File: config.mk
export PLATFORM = sky130hd
export DESIGN_NAME = rsp_packet_framer_core
export DESIGN_NICKNAME = d
export VERILOG_FILES = /design/src/rpf_pkg.sv /design/src/rpf_front.sv /design/src/rpf_queue.sv /design/src/rpf_back.sv /design/src/rsp_packet_framer_core.sv
export SDC_FILE = /design/constraint.sdc
export NUM_CORES = 1
export LEC_CHECK = 0
export BUFFER_PORTS_ARGS = -buffer_cell sky130_fd_sc_hd__buf_4
export CORE_UTILIZATION = 53
export CTS_CLUSTER_SIZE = 20
export DETAILED_ROUTE_END_ITERATION = 10
export GPL_TIMING_DRIVEN = 0
export PLACE_DENSITY = 0.7
export RECOVER_POWER = 100
export SYNTH_ARGS = -nofsm -noshare
export SYNTH_HDL_FRONTEND = slang
export SYNTH_SLANG_ARGS = --single-unit
File: constraint.sdc
create_clock -name clk -period 4.19 [get_ports clk]
set_input_delay 0.838 -clock clk [delete_from_list [all_inputs] [get_ports clk]]
set_output_delay 0.838 -clock clk [all_outputs]
set_load 0.1 [all_outputs]
File: src/rpf_pkg.sv
`timescale 1ns / 1ps
package rpf_pkg;

  // configuration register indexes
  localparam logic [1:0] CFG_START  = 2'd0;
  localparam logic [1:0] CFG_END    = 2'd1;
  localparam logic [1:0] CFG_ESCAPE = 2'd2;

  localparam logic [7:0] START_RESET  = 8'h24;
  localparam logic [7:0] END_RESET    = 8'h23;
  localparam logic [7:0] ESCAPE_RESET = 8'h7d;
  localparam logic [7:0] FLIP_MASK    = 8'h20;

  // ascii bases for lowercase hex digits
  localparam logic [7:0] DIGIT_BASE  = 8'h30;
  localparam logic [7:0] LETTER_BASE = 8'h57;

  // command queue between front and back
  localparam int QDEPTH = 4;
  localparam int QAW    = $clog2(QDEPTH);
  localparam int QCW    = $clog2(QDEPTH + 1);

  typedef struct packed {
    logic [7:0] data_byte;
    logic       end_of_packet;
  } pkt_item_t;

  typedef struct packed {
    logic [7:0] out_byte;
    logic       run_last;
    logic       frame_done;
  } ser_beat_t;

  // one classified item, ready to be sent
  typedef struct packed {
    logic       esc;
    logic [7:0] esc_byte;
    logic [7:0] data;
    logic       eop;
    logic [7:0] end_byte;
    logic [7:0] chk;
  } q_entry_t;

  typedef enum logic [2:0] {
    PH_NEW,
    PH_ESC,
    PH_DATA,
    PH_END,
    PH_HI,
    PH_LO
  } phase_t;

  function automatic logic [7:0] hex_digit(input logic [3:0] nib);
    logic [7:0] n8;
    n8 = {4'd0, nib};
    return (nib < 4'd10) ? (DIGIT_BASE + n8) : (LETTER_BASE + n8);
  endfunction

endpackage

File: src/rpf_front.sv
`timescale 1ns / 1ps
module rpf_front import rpf_pkg::*; (
  input  logic       clk,
  input  logic       rst,
  input  logic       cfg_valid,
  input  logic [1:0] cfg_index,
  input  logic [7:0] cfg_data,
  input  logic       pkt_valid,
  input  pkt_item_t  pkt,
  input  logic       q_full,
  output logic       push,
  output q_entry_t   entry
);

  logic [7:0] start_char;
  logic [7:0] end_char;
  logic [7:0] escape_char;
  logic [7:0] running_sum;
  logic       awaiting_first;

  logic       match;
  logic [7:0] data_x;
  logic [7:0] sum_next;

  // configuration registers
  always_ff @(posedge clk) begin
    if (rst) begin
      start_char  <= START_RESET;
      end_char    <= END_RESET;
      escape_char <= ESCAPE_RESET;
    end else if (cfg_valid) begin
      case (cfg_index)
        CFG_START:  start_char  <= cfg_data;
        CFG_END:    end_char    <= cfg_data;
        CFG_ESCAPE: escape_char <= cfg_data;
        default:    ;
      endcase
    end
  end

  assign push = pkt_valid && !q_full;

  // classify the byte and fold it into the checksum
  always_comb begin
    match  = (pkt.data_byte == escape_char) || (pkt.data_byte == start_char) ||
             (pkt.data_byte == end_char);
    data_x = pkt.data_byte ^ FLIP_MASK;
    if (awaiting_first) begin
      sum_next = 8'd0;
    end else if (match) begin
      sum_next = running_sum + escape_char + data_x;
    end else begin
      sum_next = running_sum + pkt.data_byte;
    end
    entry.esc      = !awaiting_first && match;
    entry.esc_byte = escape_char;
    entry.data     = (!awaiting_first && match) ? data_x : pkt.data_byte;
    entry.eop      = pkt.end_of_packet;
    entry.end_byte = end_char;
    entry.chk      = sum_next;
  end

  // packet tracking
  always_ff @(posedge clk) begin
    if (rst) begin
      running_sum    <= 8'd0;
      awaiting_first <= 1'b1;
    end else if (push) begin
      running_sum    <= pkt.end_of_packet ? 8'd0 : sum_next;
      awaiting_first <= pkt.end_of_packet;
    end
  end

endmodule

File: src/rpf_queue.sv
`timescale 1ns / 1ps
module rpf_queue import rpf_pkg::*; (
  input  logic     clk,
  input  logic     rst,
  input  logic     push,
  input  q_entry_t push_data,
  input  logic     pop,
  output logic     full,
  output logic     head_valid,
  output q_entry_t head
);

  q_entry_t           slots [QDEPTH];
  logic [QAW-1:0]     wr_ptr;
  logic [QAW-1:0]     rd_ptr;
  logic [QCW-1:0]     count;

  assign full       = (count == QCW'(QDEPTH));
  assign head_valid = (count != '0);
  assign head       = slots[rd_ptr];

  // storage
  always_ff @(posedge clk) begin
    if (push) begin
      slots[wr_ptr] <= push_data;
    end
  end

  // pointers and fill count
  always_ff @(posedge clk) begin
    if (rst) begin
      wr_ptr <= '0;
      rd_ptr <= '0;
      count  <= '0;
    end else begin
      if (push) begin
        wr_ptr <= (wr_ptr == QAW'(QDEPTH - 1)) ? '0 : wr_ptr + 1'b1;
      end
      if (pop) begin
        rd_ptr <= (rd_ptr == QAW'(QDEPTH - 1)) ? '0 : rd_ptr + 1'b1;
      end
      if (push && !pop) begin
        count <= count + 1'b1;
      end else if (pop && !push) begin
        count <= count - 1'b1;
      end
    end
  end

endmodule

File: src/rpf_back.sv
`timescale 1ns / 1ps
module rpf_back import rpf_pkg::*; (
  input  logic      clk,
  input  logic      rst,
  input  logic      head_valid,
  input  q_entry_t  head,
  output logic      pop,
  output logic      ser_valid,
  input  logic      ser_stall,
  output ser_beat_t ser
);

  phase_t    phase;
  phase_t    phase_next;
  phase_t    cur;
  logic      load;
  ser_beat_t beat;

  assign load = head_valid && (!ser_valid || !ser_stall);

  // a fresh entry starts with its escape byte or its data byte
  always_comb begin
    if (phase == PH_NEW) begin
      cur = head.esc ? PH_ESC : PH_DATA;
    end else begin
      cur = phase;
    end
  end

  // next phase
  always_comb begin
    phase_next = phase;
    if (load) begin
      case (cur)
        PH_ESC:  phase_next = PH_DATA;
        PH_DATA: phase_next = head.eop ? PH_END : PH_NEW;
        PH_END:  phase_next = PH_HI;
        PH_HI:   phase_next = PH_LO;
        PH_LO:   phase_next = PH_NEW;
        default: phase_next = PH_NEW;
      endcase
    end
  end

  // beat contents and queue pop
  always_comb begin
    beat.run_last   = 1'b0;
    beat.frame_done = 1'b0;
    case (cur)
      PH_ESC:  beat.out_byte = head.esc_byte;
      PH_DATA: begin
        beat.out_byte = head.data;
        beat.run_last = !head.eop;
      end
      PH_END:  beat.out_byte = head.end_byte;
      PH_HI:   beat.out_byte = hex_digit(head.chk[7:4]);
      PH_LO:   begin
        beat.out_byte   = hex_digit(head.chk[3:0]);
        beat.run_last   = 1'b1;
        beat.frame_done = 1'b1;
      end
      default: beat.out_byte = head.data;
    endcase
    pop = load && beat.run_last;
  end

  always_ff @(posedge clk) begin
    if (rst) begin
      phase     <= PH_NEW;
      ser_valid <= 1'b0;
    end else begin
      phase <= phase_next;
      if (load) begin
        ser_valid <= 1'b1;
      end else if (!ser_stall) begin
        ser_valid <= 1'b0;
      end
    end
  end

  // output register
  always_ff @(posedge clk) begin
    if (load) begin
      ser <= beat;
    end
  end

endmodule

File: src/rsp_packet_framer_core.sv
`timescale 1ns / 1ps
// Packet framer for a debug remote serial link, sending side.
// Input channel pkt_valid / pkt_stall / pkt: one packet byte per beat with an
// end-of-packet mark. The first byte of a packet goes out unchanged; later
// bytes that equal the start, end or escape character go out as the escape
// character and the byte xor 0x20. After the last byte come the end
// character and the checksum as two lowercase hex digits.
// Output channel ser_valid / ser_stall / ser: one wire byte per beat, with
// run_last on the final beat of each input byte and frame_done on the
// second checksum digit.
// Configuration: cfg_valid / cfg_ready with cfg_index (0 start, 1 end,
// 2 escape) and cfg_data; index 3 is ignored. cfg_ready is always high.
// Write only while no packet byte is still being sent.
// The first beat of an input byte passes through the command queue and the
// output register before it is valid. Each input byte causes 1 to 5 wire
// beats, so throughput is set by the single output register: one wire byte
// per cycle while ser_stall is low. A four-entry command queue lets input
// keep flowing while a result waits.
// Reset clears the queue and ser_valid, restores the default characters and
// starts a new packet. While ser_stall is high the output beat holds; once
// the queue fills, pkt_stall rises.
module rsp_packet_framer_core import rpf_pkg::*; (
  input  logic       clk,
  input  logic       rst,
  input  logic       cfg_valid,
  output logic       cfg_ready,
  input  logic [1:0] cfg_index,
  input  logic [7:0] cfg_data,
  input  logic       pkt_valid,
  output logic       pkt_stall,
  input  pkt_item_t  pkt,
  output logic       ser_valid,
  input  logic       ser_stall,
  output ser_beat_t  ser
);

  logic     q_full;
  logic     push;
  logic     pop;
  logic     head_valid;
  q_entry_t entry;
  q_entry_t head;

  assign cfg_ready = 1'b1;
  assign pkt_stall = q_full;

  rpf_front u_front (
    .clk       (clk),
    .rst       (rst),
    .cfg_valid (cfg_valid),
    .cfg_index (cfg_index),
    .cfg_data  (cfg_data),
    .pkt_valid (pkt_valid),
    .pkt       (pkt),
    .q_full    (q_full),
    .push      (push),
    .entry     (entry)
  );

  rpf_queue u_queue (
    .clk        (clk),
    .rst        (rst),
    .push       (push),
    .push_data  (entry),
    .pop        (pop),
    .full       (q_full),
    .head_valid (head_valid),
    .head       (head)
  );

  rpf_back u_back (
    .clk        (clk),
    .rst        (rst),
    .head_valid (head_valid),
    .head       (head),
    .pop        (pop),
    .ser_valid  (ser_valid),
    .ser_stall  (ser_stall),
    .ser        (ser)
  );

endmodule
==> qor.yml <==
n_antenna_cell: 0
via_per_inst: 5.78
place_congestion: 0.872
worst_slack_ns: 0.486
fin_cells: 901
detail-route-antenna-nets: 0
start_util: 0.545
post_drt_wl_per_cell_um: 20.4
status: "complete, but fails checks"
drc: 0
clockBufferDepth: 2
slew_violations: 103
syn_to_final_growth_pct: 12.1
synth_flop_cell: "edfxtp_1"
synth_area_um2: 8650
finalHoldViolCount: 0
grt_overflow: 0
antenna_found_initial: 0
ir_drop_mv: 0.366
ys_seq_elements: 192
wirelength_met1_um: 7730
grt_pass1_wl_um: 28400
violations: "max-capacitance violations, max-slew violations"
cap_violations: 4
drive_gt1_frac: 0.128
nFillCells: 1285
post_cts_resized: 0
drtIter0Drc: 406
async_flop_share: 0
leakage_nw: 3.36
cts_tree: "built"
totalWireLength_um: 18300
clock-sinks: 192
p_per_area_nw_per_um2: 607
wl_met2_um: 9010
avgSynthCellArea_um2: 14.1
cts_setup_buffers: 0
fin_skew_ns: 0.0107
relSlewSlack: -0.399
cp.arrival_ns: 3.92
track_usage: 0.236
finalSetupViolCount: 0
clock-root-buffer: "clkbuf_16"
final.period_utilization: 0.884
tns_ns: 0
cts_hold_buf: 0
die_w_um: 130
cts_made_buffers: 17
grt_max_degree: 34
synth-edff-count: 146
dr.pass1.iters: 5
chipHeight_um: 130
routed-wl-met3_um: 814
multi_input_area_um2: 3100
critPathMaxFanout: 9
worst_pin_slew_ns: 2.10
regArea_um2: 5310
syn-num-nets: 670
vias: 5212
min_period_ns: 3.70
dp_hpwl_um: 12800
synth_warnings: 0
start_kind: "input pin"
synthTopCellsByArea: "edfxtp_1 51%, dfxtp_1 11%, mux4_2 8.9%"
num_rows: 46
clock_latency_ns: 0.43
pin_count: 37
critPathCaptureType: "flop"
htree_levels: 4
seq_area_frac_synth: 0.613
syn_inst: 614
synth_area_leader_cell: "edfxtp_1"
dpl.cell_count: 869
rsz0062_at_grt: "false"
max_freq_ghz: 0.270
critPathKind: "in2reg"
place_ws_ns: 0.341
io_buffer_count: 35
die_area_um2: 16800
grt_pass1_vias: 5266
dr.max_layer_used: "met4"
min_path_type: "reg2reg"
final_nets: 728
crit_required_ns: 4.41
fp.coreArea_um2: 15900
synth.distinct_cells: 60
synth_top_area_share: 0.507
clkTransAtPathRegs_ns: 0.07
==> where the power goes <==
| part | switching [W] | internal, W |
|---|---|---|
| sequential | 0.0000881 | 0.00234 |
| clock | 0.000695 | 0.00100 |
| combinational | 0.00120 | 0.000557 |
==> worst max-delay path, stage by stage <==
cell,delay (ns)
clkbuf_1,0.57
fa_1,0.52
ha_1,0.34
nor2b_1,0.15
o31a_1,0.27
o32ai_1,0.31
nor2_1,0.14
mux2_2,0.30
xnor3_1,0.20
nor2_1,0.28
==> flip-flops by register name, summed over array words and instances (netlist names), named ones only <==
register                cells
u_back.ser_valid            1
u_front.end_char            8
u_back.ser                 10
u_front.awaiting_first      1
u_queue.count               3
u_queue.wr_ptr              2
u_front.start_char          8
u_front.escape_char         8
u_back.phase                3
u_queue.rd_ptr              2
u_front.running_sum         8
u_queue.slots             136
==> cell type report <==
type,count,share of cell area
Sequential cell,192,0.547
Multi-Input combinational cell,372,0.320
Clock buffer,19,0.0446
Tap cell,216,0.0279
Timing Repair Buffer,39,0.0201
Clock inverter,13,0.0192
Buffer,24,0.0114
Inverter,26,0.0101
==> metrics by stage <==
stage	util	power (W)	hold slack (ns)	area, µm²
after floorplan	-	0.00385	0.459	8650
after global placement	0.578	0.00424	0.476	9190
after detailed placement	0.584	0.00432	0.501	9280
after CTS	0.623	0.00601	0.511	9900
after global routing	0.611	0.00613	0.513	9700
final	0.611	0.00588	0.476	9700
==> per-layer routing <==
metal / track usage / vias up
li1: - / 2394
met1: 0.295 / 2600
met2: 0.390 / 170
met3: 0.0435 / 48
met4: 0.137 / 0
met5: 0 / -
==> final timing paths <==
check / start / end / slack [ns] / cells after the start
max: pkt[4] / u_queue.slots[3][7]$_DFFE_PP_ / 0.49 / 10
min: u_back.ser_valid$_SDFFE_PP0P_ / u_back.ser_valid$_SDFFE_PP0P_ / 0.48 / 2
max reg2reg: u_queue.count[0]$_SDFFE_PP0P_ / u_queue.count[2]$_SDFFE_PP0P_ / 0.60 / 9
min reg2reg: u_back.ser_valid$_SDFFE_PP0P_ / u_back.ser_valid$_SDFFE_PP0P_ / 0.48 / 2
==> kinds of logic (layout without fill, tap and decap cells) <==
family	count (synthesis)	count (layout)	synth area share
muxes	49	49	0.106
other	1	1	0.000434
AOI/OAI and AO/OA	87	87	0.0680
adders and majority gates	32	32	0.0550
and+or+nand+nor	166	166	0.0939
buffers and inverters	50	121	0.0243
xor gates and xnor gates	37	37	0.0391
DFF	192	192	0.613
==> cells in the final DEF, fill, tap and decap left out, types with 15 or more instances in the layout <==
| cell | synthesis | routed |
|---|---|---|
| edfxtp_1 | 146 | 146 |
| nor2_1 | 58 | 58 |
| dfxtp_1 | 46 | 46 |
| clkbuf_1 | 11 | 45 |
| nand2_1 | 41 | 42 |
| mux4_2 | 34 | 34 |
| xnor2_1 | 31 | 31 |
| inv_1 | 26 | 26 |
| a21oi_1 | 23 | 24 |
| ha_1 | 22 | 22 |
| o21ai_0 | 12 | 19 |
| nor2b_1 | 17 | 17 |
| clkbuf_16 | 0 | 17 |
| buf_4 | 2 | 15 |
==> cell usage after synthesis (5+ instances only) <==
library cell / count
a211o_1: 7
a21oi_1: 23
and2_1: 6
buf_2: 6
clkbuf_1: 11
dfxtp_1: 46
edfxtp_1: 146
fa_1: 10
ha_1: 22
inv_1: 26
mux2i_1: 14
mux4_2: 34
nand2_1: 41
nand3b_1: 7
nand4_1: 8
nor2_1: 58
nor2b_1: 17
nor3_1: 5
o21ai_0: 12
o21ai_1: 12
or3_1: 5
xnor2_1: 31
xor2_1: 5
(Power assumes the default switching activity.)
